[config.mk]
export PLATFORM = sky130hd
export DESIGN_NAME = tickless_ms_timekeeper
export DESIGN_NICKNAME = d
export VERILOG_FILES = /design/src/rtl/core/tmk_pkg.sv /design/src/rtl/core/tmk_beat_reg.sv /design/src/rtl/core/tmk_csr.sv /design/src/rtl/core/tmk_update.sv /design/src/rtl/core/tickless_ms_timekeeper.sv
export VERILOG_INCLUDE_DIRS = /design/src /design/src/rtl/core
export SDC_FILE = /design/constraint.sdc
export NUM_CORES = 1
export LEC_CHECK = 0
export ABC_AREA = 1
export BUFFER_PORTS_ARGS = -buffer_cell sky130_fd_sc_hd__buf_2
export CAP_MARGIN = 30
export CORE_UTILIZATION = 60
export CTS_CLUSTER_DIAMETER = 60
export CTS_CLUSTER_SIZE = 10
export DETAILED_ROUTE_END_ITERATION = 8
export GPL_TIMING_DRIVEN = 0
export PLACE_DENSITY = 0.87
export SLEW_MARGIN = 20
export SYNTH_ARGS = -nofsm -noshare
export SYNTH_HDL_FRONTEND = slang
export SYNTH_SLANG_ARGS = --single-unit
export TNS_END_PERCENT = 30
[constraint.sdc]
create_clock -name clock -period 26.9 [get_ports clock]
set_input_delay 5.38 -clock clock [delete_from_list [all_inputs] [get_ports clock]]
set_output_delay 5.38 -clock clock [all_outputs]
set_load 0.1 [all_outputs]
[src/rtl/core/tickless_ms_timekeeper_assert.svh]
// Assertion macros for the timekeeper RTL.
// No dependencies; included by the modules that carry assertions.
`ifndef TICKLESS_MS_TIMEKEEPER_ASSERT_SVH
`define TICKLESS_MS_TIMEKEEPER_ASSERT_SVH

// Same-cycle implication, disabled while reset is high
`define TMK_ASSERT_NOW(lbl, clk, rst, ante, cons, msg) \
   lbl: assert property (@(posedge clk) disable iff (rst) (ante) |-> (cons)) \
      else $error(msg);

// Next-cycle implication, disabled while reset is high
`define TMK_ASSERT_NEXT(lbl, clk, rst, ante, cons, msg) \
   lbl: assert property (@(posedge clk) disable iff (rst) (ante) |=> (cons)) \
      else $error(msg);

`endif

[src/rtl/core/tmk_pkg.sv]
// Types, constants and conversion tables for the millisecond timekeeper.
// No dependencies; imported by tmk_csr, tmk_update, the top level and the testbench.
`timescale 1ns / 1ps

package tmk_pkg;

   // Event kinds and tick modes
   localparam logic MODE_TICK   = 1'b0;
   localparam logic MODE_SWITCH = 1'b1;
   localparam logic TICK_RUN    = 1'b0;
   localparam logic TICK_SLEEP  = 1'b1;

   // Configuration register indexes
   localparam logic CSR_REPORT_ENABLE = 1'b0;
   localparam logic CSR_WRAP_LIMIT    = 1'b1;

   localparam logic [31:0] WRAP_LIMIT_RESET = 32'd1800000;

   // Timer constants
   localparam int RUN_RELOAD   = 249;
   localparam int SLEEP_RELOAD = 58;
   localparam int RUN_CLK_HZ   = 250000;
   localparam int SLEEP_CLK_HZ = 38000 / 64;
   localparam int HUND_SCALE   = 100000;

   localparam int HUND_WIDTH = 14;
   localparam int FRAC_WIDTH = 7;

   localparam logic [7:0] RUN_RELOAD_V   = 8'(RUN_RELOAD);
   localparam logic [7:0] SLEEP_RELOAD_V = 8'(SLEEP_RELOAD);

   // Hundredths gained by one sleep tick
   localparam logic [HUND_WIDTH-1:0] SLEEP_TICK_HUND =
      HUND_WIDTH'(((SLEEP_RELOAD + 1) * HUND_SCALE) / SLEEP_CLK_HZ);

   // Divide by 100 through a reciprocal; exact for values below 2^14
   localparam logic [12:0] DIV100_MUL   = 13'd5243;
   localparam int          DIV100_SHIFT = 19;

   typedef logic [HUND_WIDTH-1:0] hund_lut_type [256];

   typedef struct packed {
      logic       mode;
      logic       new_mode;
      logic [7:0] counter_value;
   } req_beat_type;

   typedef struct packed {
      logic        report_valid;
      logic [15:0] report_delta;
      logic [31:0] time_ms;
   } rsp_beat_type;

   typedef struct packed {
      logic        report_enable;
      logic [31:0] wrap_limit_ms;
   } cfg_type;

   // Elapsed run counts to hundredths of a millisecond
   function automatic hund_lut_type build_run_lut();
      hund_lut_type lut;
      for (int i = 0; i < 256; i++) begin
         lut[i] = (i <= RUN_RELOAD) ? HUND_WIDTH'((i * HUND_SCALE) / RUN_CLK_HZ) : '0;
      end
      return lut;
   endfunction

   // Elapsed sleep counts to hundredths of a millisecond
   function automatic hund_lut_type build_sleep_lut();
      hund_lut_type lut;
      for (int i = 0; i < 256; i++) begin
         lut[i] = (i <= SLEEP_RELOAD) ? HUND_WIDTH'((i * HUND_SCALE) / SLEEP_CLK_HZ) : '0;
      end
      return lut;
   endfunction

   localparam hund_lut_type RUN_HUND_LUT   = build_run_lut();
   localparam hund_lut_type SLEEP_HUND_LUT = build_sleep_lut();

endpackage

[src/rtl/core/tmk_beat_reg.sv]
// One-entry beat register with valid/ready on both sides.
// Generic; used for the event input and the result output of the timekeeper.
`timescale 1ns / 1ps

module tmk_beat_reg #(
   parameter int Width = 8
) (
   input  logic             clock,
   input  logic             reset,
   input  logic             in_valid,
   output logic             in_ready,
   input  logic [Width-1:0] in_data,
   output logic             out_valid,
   input  logic             out_ready,
   output logic [Width-1:0] out_data
);

   logic             valid_ff, valid_in;
   logic [Width-1:0] data_ff;

   // Space when empty or when the held beat leaves this cycle
   assign in_ready = !valid_ff || out_ready;
   assign valid_in = in_ready ? in_valid : valid_ff;

   always_ff @(posedge clock) begin
      if (reset) begin
         valid_ff <= 1'b0;
      end else begin
         valid_ff <= valid_in;
      end
   end

   // Payload needs no reset
   always_ff @(posedge clock) begin
      if (in_valid && in_ready) begin
         data_ff <= in_data;
      end
   end

   assign out_valid = valid_ff;
   assign out_data  = data_ff;

endmodule

[src/rtl/core/tmk_csr.sv]
// Configuration registers of the timekeeper: report enable and wrap limit.
// Depends on tmk_pkg.
`timescale 1ns / 1ps

module tmk_csr (
   input  logic            clock,
   input  logic            reset,
   input  logic            csr_write_en,
   input  logic            csr_index,
   input  logic [31:0]     csr_wdata,
   output tmk_pkg::cfg_type cfg
);
   import tmk_pkg::*;

   cfg_type cfg_ff;

   always_ff @(posedge clock) begin
      if (reset) begin
         cfg_ff.report_enable <= 1'b0;
         cfg_ff.wrap_limit_ms <= WRAP_LIMIT_RESET;
      end else if (csr_write_en) begin
         unique case (csr_index)
            CSR_REPORT_ENABLE: cfg_ff.report_enable <= csr_wdata[0];
            CSR_WRAP_LIMIT:    cfg_ff.wrap_limit_ms <= csr_wdata;
         endcase
      end
   end

   assign cfg = cfg_ff;

endmodule

[src/rtl/core/tmk_update.sv]
// Clock state and per-event update: tick/switch conversion, wrap, reporting.
// Depends on tmk_pkg and the assertion macros header.
`timescale 1ns / 1ps

module tmk_update (
   input  logic                  clock,
   input  logic                  reset,
   input  tmk_pkg::cfg_type      cfg,
   input  logic                  ev_fire,
   input  tmk_pkg::req_beat_type ev,
   output tmk_pkg::rsp_beat_type result
);
   import tmk_pkg::*;
   `include "tickless_ms_timekeeper_assert.svh"

   logic                  mode_ff, mode_in;
   logic [31:0]           clock_ms_ff, clock_ms_in;
   logic [FRAC_WIDTH-1:0] frac_ff, frac_in;
   logic [31:0]           last_report_ff, last_report_in;

   logic                  is_tick, run_tick;
   logic [7:0]            reload, counter_clamped, elapsed;
   logic [HUND_WIDTH-1:0] lut_hund, base_hund, total_hund;
   logic [26:0]           div_prod;
   logic [7:0]            quot;
   logic [HUND_WIDTH-1:0] quot_x100;
   logic [31:0]           clock_sum, delta_full;

   assign is_tick  = (ev.mode == MODE_TICK);
   assign run_tick = is_tick && (mode_ff == TICK_RUN);

   // Counts elapsed in the old mode, clamped to its reload
   assign reload          = (mode_ff == TICK_RUN) ? RUN_RELOAD_V : SLEEP_RELOAD_V;
   assign counter_clamped = (ev.counter_value > reload) ? reload : ev.counter_value;
   assign elapsed         = reload - counter_clamped;
   assign lut_hund        = (mode_ff == TICK_RUN) ? RUN_HUND_LUT[elapsed]
                                                  : SLEEP_HUND_LUT[elapsed];

   // Hundredths to add; a run tick adds a whole ms directly
   always_comb begin
      if (run_tick) begin
         base_hund = '0;
      end else if (is_tick) begin
         base_hund = SLEEP_TICK_HUND;
      end else begin
         base_hund = lut_hund;
      end
   end

   assign total_hund = base_hund + HUND_WIDTH'(frac_ff);

   // Split into ms and remainder: multiply by reciprocal of 100
   assign div_prod  = 27'(total_hund) * 27'(DIV100_MUL);
   assign quot      = div_prod[26:DIV100_SHIFT];
   assign quot_x100 = HUND_WIDTH'({quot, 6'b0}) + HUND_WIDTH'({quot, 5'b0})
                      + HUND_WIDTH'({quot, 2'b0});

   assign clock_sum  = clock_ms_ff + 32'(quot) + 32'(run_tick);
   assign delta_full = clock_sum - last_report_ff;

   // Next state and result
   always_comb begin
      mode_in        = mode_ff;
      frac_in        = FRAC_WIDTH'(total_hund - quot_x100);
      last_report_in = last_report_ff;
      clock_ms_in    = clock_sum;
      result.report_valid = 1'b0;
      result.report_delta = '0;
      if (is_tick) begin
         if (run_tick && cfg.report_enable) begin
            result.report_valid = 1'b1;
            result.report_delta = 16'd1;
            last_report_in      = clock_sum;
         end
         if (clock_sum > cfg.wrap_limit_ms) begin
            clock_ms_in = '0;
         end
      end else begin
         mode_in = ev.new_mode;
         if ((ev.new_mode == TICK_RUN) && cfg.report_enable) begin
            result.report_valid = 1'b1;
            result.report_delta = delta_full[15:0];
            last_report_in      = clock_sum;
         end
      end
      result.time_ms = clock_ms_in;
   end

   always_ff @(posedge clock) begin
      if (reset) begin
         mode_ff        <= TICK_RUN;
         clock_ms_ff    <= '0;
         frac_ff        <= '0;
         last_report_ff <= '0;
      end else if (ev_fire) begin
         mode_ff        <= mode_in;
         clock_ms_ff    <= clock_ms_in;
         frac_ff        <= frac_in;
         last_report_ff <= last_report_in;
      end
   end

   // Checks
   `TMK_ASSERT_NOW(a_frac_range, clock, reset, 1'b1, frac_ff < FRAC_WIDTH'(100),
      "remainder left its 0..99 range")
   `TMK_ASSERT_NEXT(a_tick_wrap, clock, reset, ev_fire && is_tick,
      clock_ms_ff <= $past(cfg.wrap_limit_ms), "clock above wrap limit after tick")
   `TMK_ASSERT_NEXT(a_switch_report, clock, reset,
      ev_fire && !is_tick && result.report_valid,
      last_report_ff == clock_ms_ff, "report mark not taken on switch into run")
   `TMK_ASSERT_NOW(a_sleep_quiet, clock, reset, is_tick && (mode_ff == TICK_SLEEP),
      !result.report_valid, "sleep tick produced a report")

endmodule

[src/rtl/core/tickless_ms_timekeeper.sv]
// Top level of the tickless millisecond timekeeper.
// Depends on tmk_pkg, tmk_beat_reg, tmk_csr and tmk_update.
//
//   channel | ports                         | carries
//   req     | req_valid/req_ready/req_data  | tick or mode-switch event
//   rsp     | rsp_valid/rsp_ready/rsp_data  | report and clock after event
//   csr     | csr_write_en/index/wdata      | report enable, wrap limit
//
// One event per cycle sustained while rsp is not stalled; a taken beat passes
// through the event register, then the result register, on its way to rsp.
// The update between the two registers is a table lookup, a divide by 100
// through a reciprocal multiply, and a 32-bit add and compare.
// Synchronous reset clears mode, clock, remainder, report mark; config to reset values.
// A stalled rsp side holds one result and still takes one more event.
`timescale 1ns / 1ps

module tickless_ms_timekeeper (
   input  logic                  clock,
   input  logic                  reset,
   input  logic                  req_valid,
   output logic                  req_ready,
   input  tmk_pkg::req_beat_type req_data,
   output logic                  rsp_valid,
   input  logic                  rsp_ready,
   output tmk_pkg::rsp_beat_type rsp_data,
   input  logic                  csr_write_en,
   input  logic                  csr_index,
   input  logic [31:0]           csr_wdata
);
   import tmk_pkg::*;

   localparam int ReqWidth = $bits(req_beat_type);
   localparam int RspWidth = $bits(rsp_beat_type);

   cfg_type      cfg;
   req_beat_type ev;
   rsp_beat_type result;
   logic         ev_valid, ev_fire, res_ready;

   tmk_csr u_csr (
      .clock        (clock),
      .reset        (reset),
      .csr_write_en (csr_write_en),
      .csr_index    (csr_index),
      .csr_wdata    (csr_wdata),
      .cfg          (cfg)
   );

   // Event register
   tmk_beat_reg #(.Width(ReqWidth)) u_req_reg (
      .clock     (clock),
      .reset     (reset),
      .in_valid  (req_valid),
      .in_ready  (req_ready),
      .in_data   (req_data),
      .out_valid (ev_valid),
      .out_ready (res_ready),
      .out_data  (ev)
   );

   assign ev_fire = ev_valid && res_ready;

   tmk_update u_update (
      .clock   (clock),
      .reset   (reset),
      .cfg     (cfg),
      .ev_fire (ev_fire),
      .ev      (ev),
      .result  (result)
   );

   // Result register
   tmk_beat_reg #(.Width(RspWidth)) u_rsp_reg (
      .clock     (clock),
      .reset     (reset),
      .in_valid  (ev_valid),
      .in_ready  (res_ready),
      .in_data   (result),
      .out_valid (rsp_valid),
      .out_ready (rsp_ready),
      .out_data  (rsp_data)
   );

endmodule

Yosys cells after proc, flatten, opt, wreduce, memory -nomap -nowiden

Memory sizes are Yosys's and may differ from the RTL's.
Cells that the tools add are included.

Input port bits: 48
Output and inout bits: 51
Logic and storage cells: 61
Memory bits (read-only): 7168
Memories kept: 2
Bits in registers: 150

Muxes and demuxes: 17
$lt $le $gt $ge: 3
Multiply operators: 1
Bitwise logic cells: 5
Eq/ne operators: 1
Add/sub/neg operators: 8
Reductions and logical operators: 14

Memory list:

| name            | words | bits a word | rd ports | clocked after Yosys merged registers in | wr ports | RTL line         | source |
|---|---|---|---|---|---|---|---|
| (no name shown) | 256   | 14          | 1        | 0                                       | 0        | tmk_update.sv:37 | `: SLEEP_HUND_LUT[elapsed];` |
| (no name shown) | 256   | 14          | 1        | 0                                       | 0        | tmk_update.sv:36 | `assign lut_hund = (mode_ff == TICK_RUN) ? RUN_HUND_LUT[elapsed]` |

Operators with widths:

| operator               | count |
|---|---|
| $mux 14                | 7 |
| $mux 32                | 2 |
| $mux 17                | 3 |
| $mux 16                | 3 |
| $add 32x1->32          | 1 |
| $add 32x8->32          | 1 |
| $gt 32x32->1           | 1 |
| $mul 14x13->27 const B | 1 |
| $mux 8                 | 2 |
| $sub 16x16->16         | 1 |
| $add 14x7->14          | 1 |
| $add 7x7->7            | 2 |
| $ge 9x9->1 const B     | 1 |
| $not 8->9              | 1 |
| $gt 8x8->1             | 1 |
| $sub 8x8->8            | 1 |
| $sub 7x7->7            | 1 |
| $reduce_and 2->1       | 3 |
| $logic_and 1x1->1      | 5 |
| $not 1->1              | 4 |
| $reduce_and 3->1       | 1 |
| $logic_not 1->1        | 2 |
| $logic_or 1x1->1       | 2 |
| $ne 2x1->1 const B     | 1 |
| $reduce_bool 2->1      | 1 |

Logic depth before layout (Yosys ltp)

Gate-level depths: netlist (run 1).

Depth in word-level cells: 18
Gate-level depth with buffers: 89
Gate-level depth less buffers: 86

By module

A second synthesis (run 1) with hierarchy kept.

Cells, all modules: 1899
Area, all modules: 14182.4 um^2

By module, submodules not included:

| module                    | cells an instance | seq. area each (um^2) | times used | area each (um^2) |
|---|---|---|---|---|
| tmk_update                | 1679              | 1121.1                | 1          | 11150.7 |
| tmk_beat_reg at u_rsp_reg | 55                | 1491.4                | 1          | 1519.0 |
| tmk_csr                   | 147               | 660.6                 | 1          | 1157.4 |
| tmk_beat_reg at u_req_reg | 16                | 320.3                 | 1          | 347.8 |
| tickless_ms_timekeeper    | 2                 | 0.0                   | 1          | 7.5 |

Least setup slack after synthesis (run 1)

Ideal clock, no wire load.

Kind: flip-flop to flip-flop
From: reg u_update.mode_ff
To: reg u_rsp_reg.data_ff[17], in the netlist u_rsp_reg.out_data[17] (data pin)
Arrival: 13.117 ns
Library setup time: 0.251 ns
Period minus slack after synthesis: 13.369 ns
Stages on the path, launching flop included: 85
Path buffers: 3
Slack: 13.531 ns
Required time: 26.649 ns
Cell sequence: dfxtp_1 -> buf_2 -> inv_1 -> ha_1 -> inv_1 -> o21ai_1 -> nand2_1 -> nand2_1 -> nand2_2 -> buf_6 -> inv_1 -> nand2_1 -> o21ai_0 -> inv_1 -> ha_1 -> inv_1 -> fa_1 -> inv_1 -> [49 not listed] -> o21ai_0 -> nand2_1 -> nor2_1 -> nand2_1 -> nor4_1 -> xnor2_1 -> inv_1 -> ha_1 -> nand2_1 -> nor2_1 -> nand4_1 -> nor4_1 -> nand2_1 -> nand3b_1 -> nand3_1 -> buf_1 -> nand2_1 -> inv_1

RTL lines:

| element                  | RTL line           | source |
|---|---|---|
| start: declaration       | tmk_update.sv:16   | `logic mode_ff, mode_in;` |
| start signal: assignment | tmk_update.sv:96   | `mode_ff <= mode_in;` |
| end signal: assignment   | tmk_beat_reg.sv:36 | `data_ff <= in_data;` |
| end: declaration         | tmk_beat_reg.sv:19 | `logic [Width-1:0] data_ff;` |

==> flow_summary.toml, run 1 <==
[outcome]
status = "finished clean"

[timing]
fin_skew_ns = 0.0136
worst_slew_pin_slew_ns = 0.823
fin_crit_ns = 16.77
rsz0062_at_grt = "no"
hold_viol_final = 0
maxSlewViolCount = 0
fin_tns_setup_ns = 0
setup_violations = 0
fin_ws_ns = 10.13
period_share = 0.623
slew_headroom = 0.449
max_clock_freq_mhz = 59.6

[clocking]
path_clk_slew_ns = 0.07
numCtsBuffers = 17
clk_latency_ns = 0.43
hold_buffers = 0
cts_tree = "done"
cts_max_path_buffers = 2
cts_resized = 0
cts_setup_buffers = 0
clock-sinks = 150
cts_max_level = 4
clockRootBuffer = "clkbuf_16"

[worst_setup_path]
cp.arrival_ns = 16.94
cp_top_family = "adder cells"
cp-startpoint = "u_update.mode_ff"
slowest_delay_ns = 0.61
crit_top_cell = "nand2_1"
critPathBufInv = 19
cp.depth = 84
path_max_fanout = 10
critPathKind = "reg2reg"
rr_startpoint = "u_update.mode_ff"
r2r-end = "u_rsp_reg.out_data[2]"
slowest_stage = "fa_1"
endpoint_kind = "flop"
reg2reg_slack_ns = 10.13
r2r_cells = 84
critPathRequiredTime_ns = 27.07
critical_path.startpoint_type = "flop"

[drt]
drt_pass1_iterations = 6
drt-wirelength-per-cell_um = 16.7
ant_nets = 0
vias_per_cell = 5.70
drtIter0Drc = 1296
vias = 13100
wirelength_mm = 38.5
drc = 0

[floorplanning]
die_x_um = 156
rows = 55
initial_utilization = 0.620
io_pins = 99
die_y_um = 156
design.die.area_um2 = 24300
coreArea_um2 = 22900

[synthesis]
synth_area_um2 = 14200
ys_types = 56
synthTopCellsByArea = "ha_1, dfxtp_1, edfxtp_1"
synth_nets = 2153
async_flop_share = 0
synth_top_flop_cell = "dfxtp_1"
ys_seq_elements = 150
synth_top_cell_by_area = "ha_1"
synth_top_area_frac = 0.160
synth_edf_count = 59
syn_inst = 1855
ys_seq_area_frac = 0.253
yosysWarnings = 0
synth.avg_cell_area_um2 = 7.65

[global_routing]
globalRouteTotalUtil = 0.325
grt_max_degree = 32
grt_overflow_total = 0
grt_pass1_vias = 13100
grt_pass1_wl_mm = 63.0
antenna_found_initial = 0

[layout]
postLayoutCellArea_um2 = 15700
drive_gt1_frac = 0.110
n_antenna_cell = 0
nFillCells = 1799
nets = 2270
final_core_util = 0.685
syn_to_final_growth_pct = 10.6

[placed_design]
dpl_cell_area_um2 = 15100
io_buffers = 97
place_ws_ns = 10.58
gp_congestion = 0.978
hpwl_mm = 30.1

[hold_path]
min_to = "u_csr.cfg[30]"
whs_path_depth = 2
hold_path.class = "reg2reg"
min-delay-start = "u_csr.cfg[30]"

[flow_run]
cap_viol_max_count = 0
layout by cell type, fill, tap and decap left out, types with 9 or more instances in the layout:
master / synthesis / routed
inv_1: 359 / 359
nand2_1: 347 / 347
ha_1: 182 / 182
a21oi_1: 167 / 167
o21ai_0: 132 / 132
nand3_1: 105 / 105
buf_2: 7 / 104
dfxtp_1: 91 / 91
fa_1: 68 / 68
nor2_1: 66 / 66
edfxtp_1: 59 / 59
xor2_1: 37 / 37
clkbuf_1: 28 / 27
nand2_2: 24 / 24
o211ai_1: 19 / 19
clkbuf_16: 0 / 18
xnor2_1: 15 / 15
nand4_1: 14 / 14
nor3_1: 12 / 12
buf_6: 9 / 9
nand3_2: 9 / 9
o21bai_1: 9 / 9
tightest hold or removal path: cells and delay by family, from the launching register on:
family | cells | cell delay (ns)
buffers and inverters | 1 | 0.07
AOI/OAI and AO/OA | 1 | 0.06
DFF | 1 | 0.30
worst max-delay path by stage:
stage	slack, ns	to
5_1_grt	8.86	u_rsp_reg.out_data[25]
3_3_place_gp	10.81	u_update.clock_ms_ff[27]
3_5_place_dp	10.58	u_rsp_reg.out_data[27]
2_1_floorplan	13.53	u_rsp_reg.out_data[17]
6_report	10.13	u_rsp_reg.out_data[2]
4_1_cts	10.35	u_rsp_reg.out_data[2]
cell type report:
type | count | area, µm² | area share
Buffer | 52 | 294 | 0.0187
Timing Repair Buffer | 98 | 505 | 0.0322
Clock inverter | 14 | 155 | 0.00988
Clock buffer | 18 | 450 | 0.0287
Inverter | 367 | 1380 | 0.0879
Sequential cell | 150 | 3590 | 0.229
Tap cell | 313 | 392 | 0.0249
Multi-Input combinational cell | 1286 | 8930 | 0.569
registers in the layout, summed over array words and instances (netlist names):
register / flops
u_update.last_report_ff: 16
u_rsp_reg.out_data: 49
u_csr.cfg: 33
u_update.frac_ff: 7
u_req_reg.out_data: 10
u_req_reg.out_valid: 1
u_update.mode_ff: 1
u_rsp_reg.out_valid: 1
u_update.clock_ms_ff: 32
metrics by stage:
| step | std cells | hold slack, ns |
|---|---|---|
| floorplan | 1855 | 0.435 |
| global placement | 2265 | 0.449 |
| detailed placement | 2266 | 0.458 |
| CTS | 2298 | 0.468 |
| global route | 2298 | 0.482 |
| finish | 2298 | 0.469 |
per-layer routing:
layer / wire, µm / share of wire / vias up / global-route usage
met2: 18700 / 0.49 / 587 / 0.576
li1: - / - / 6281 / -
met3: 2460 / 0.064 / 130 / 0.0381
met5: 0 / 0 / - / 0
met4: 1550 / 0.040 / 0 / 0.150
met1: 15800 / 0.41 / 6098 / 0.393
synth_stat cells, types with 6 or more instances:
library cell / number
nand3_1: 105
fa_1: 68
nand3_2: 9
xor2_1: 37
nor2_1: 66
nor3_1: 12
xnor2_1: 15
inv_1: 359
nand4_1: 14
ha_1: 182
dfxtp_1: 91
a21oi_1: 167
o21bai_1: 9
o21ai_1: 7
nor4_1: 7
nand2_4: 6
o21ai_0: 132
nand2_2: 24
edfxtp_1: 59
inv_2: 6
clkbuf_1: 28
o211ai_1: 19
nand2_1: 347
buf_2: 7
buf_6: 9
kinds of logic after synthesis:
family | count (synthesis) | synth area share
simple gates | 612 | 0.196
buf+inv | 419 | 0.118
compound gates | 371 | 0.143
fa+ha+maj | 250 | 0.256
flops | 150 | 0.253
xor+xnor | 53 | 0.0332
Power of run 1 is not shown: default switching activity piles up to over one toggle a cycle in this logic, so the estimate is an artifact.
==> inputs of run 2 (changes only) <==
- CORE_UTILIZATION: 60 -> 57
- clock period: 26.9 -> 15.2 ns (I/O delays scaled with it)
==> run 2 against run 1 <==
Net effect: the flow now finishes with violations (DRC); register-to-register slack worse by 9.6 ns; highest routed layer unchanged; routed wire length up 3.5%; fmax up 15%; clock skew up 0.0017 ns; largest cell class unchanged; via count up 1.9%; global-route usage down 1.2 points; core utilization down 2.7 points.
==> flow_summary.toml, run 2 (synthesized netlist as in run 1, its figures left out) <==
[global_routing]
grt_max_degree = 48
grt_pass1_vias = 13200
antenna_found_initial = 0
globalRouteTotalUtil = 0.313
grt_overflow_total = 0
grt_pass1_wl_mm = 64.5

[timing]
maxSlewViolCount = 0
worst_slew_pin_slew_ns = 0.809
setup_violations = 0
fin_crit_ns = 14.63
hold_viol_final = 0
period_share = 0.962
slew_headroom = 0.457
hold_ws_ns = 0.464
max_clock_freq_mhz = 68.4
fin_skew_ns = 0.0153

[layout]
largest_reg_flops = 49
n_antenna_cell = 0
final_common_cell = "inv_1"
syn_to_final_growth_pct = 13.1
final_cell_mix = "inv_1, nand2_1, ha_1"
drive_gt1_frac = 0.133
nets = 2287

[drt]
vias_per_cell = 5.74
drt_pass1_iterations = 8
wirelength_mm = 39.8
drtIter0Drc = 1244
drt-wirelength-per-cell_um = 17.1
drc = 1
ant_nets = 0
vias = 13300

[placed_design]
hpwl_mm = 30.4
gp_congestion = 0.979
io_buffers = 97

[worst_setup_path]
reg2reg_slack_ns = 0.57
critPathRequiredTime_ns = 15.39
critPathKind = "reg2reg"
slowest_stage = "fa_1"
critical_path.startpoint_type = "flop"
rr_startpoint = "u_update.mode_ff"
cp.arrival_ns = 14.81
slowest_delay_ns = 0.65
crit_top_cell = "nand2_1"
r2r-end = "u_rsp_reg.out_data[7]"
r2r_cells = 81
endpoint_kind = "flop"
path_max_fanout = 10

[clocking]
numCtsBuffers = 17
cts_max_level = 4
cts_max_path_buffers = 2
clk_latency_ns = 0.44
clock-sinks = 150
cts_tree = "done"
clockRootBuffer = "clkbuf_16"
path_clk_slew_ns = 0.07

[hold_path]
min_to = "u_csr.cfg[25]"
hold_path.class = "reg2reg"
min-delay-start = "u_csr.cfg[25]"
whs_path_depth = 2

[floorplanning]
die_y_um = 160
io_pins = 99
rows = 57
initial_utilization = 0.582
coreArea_um2 = 24400
design.die.area_um2 = 25500
die_x_um = 160

[flow_run]
cap_viol_max_count = 0

[outcome]
status = "finished with violations"
violations = "DRC"
==> run 2: worst max path at each step <==
stage / from / endpoint / slack (ns) / depth (start not counted)
3_5_place_dp: u_update.mode_ff / u_rsp_reg.out_data[31] / -1.25 / 82
5_1_grt: u_update.mode_ff / u_update.clock_ms_ff[25] / -0.12 / 84
6_report: u_update.mode_ff / u_rsp_reg.out_data[7] / 0.57 / 81
2_1_floorplan: u_update.mode_ff / u_rsp_reg.out_data[17] / 1.83 / 84
4_1_cts: u_update.mode_ff / u_rsp_reg.out_data[10] / 0.02 / 84
3_3_place_gp: u_update.mode_ff / u_rsp_reg.out_data[31] / -0.97 / 82
==> run 2: timing repair <==
item	4_1_cts	5_1_grt
hold buffers	0	0
pin swaps	1	8
endpoints found under the setup margin	64	69
buffers inserted	1	16
resized for setup	18	41
==> run 2: per-stage QoR <==
stage	setup WS [ns]	cells	area [µm²]	utilization	TNS (ns)
after floorplan	1.83	1855	14200	-	0
after global placement	-0.969	2276	15100	0.619	-54.43
after detailed placement	-1.25	2277	15100	0.620	-72.19
after CTS	0.0220	2310	15800	0.648	0
after global routing	-0.120	2326	16100	0.658	-4.30
final	0.574	2326	16100	0.658	0
==> run 2: layer usage <==
layer  wire [µm]  share of wire  track usage  vias up
li1            -              -            -     6314
met1       16000           0.40        0.382     6264
met2       19400           0.49        0.554      638
met3        2760          0.069       0.0421      131
met4        1650          0.041        0.130        0
met5           0              0            0        -
==> run 2: layout make-up <==
| class | instances | area [µm²] |
|---|---|---|
| repair buffers | 115 | 633 |
| clock buffers | 18 | 450 |
| multi-input cells | 1286 | 9110 |
| well taps | 324 | 405 |
| inverters | 367 | 1390 |
| plain buffers | 52 | 315 |
| fillers | 1921 | 8330 |
| clock inverters | 14 | 160 |
| flip-flops and latches | 150 | 3600 |
==> run 2: worst max-delay path: cells and delay by family, from the launching register on <==
kind                     cells  cell delay [ns]
buffers and inverters       18             2.16
XOR/XNOR                     2             0.38
AND/OR/NAND/NOR             35             4.35
flip-flops                   1             0.40
adder cells (fa/ha/maj)     13             5.11
AO/OA/AOI/OAI               13             1.95
Power of run 2 is left out for the same reason.
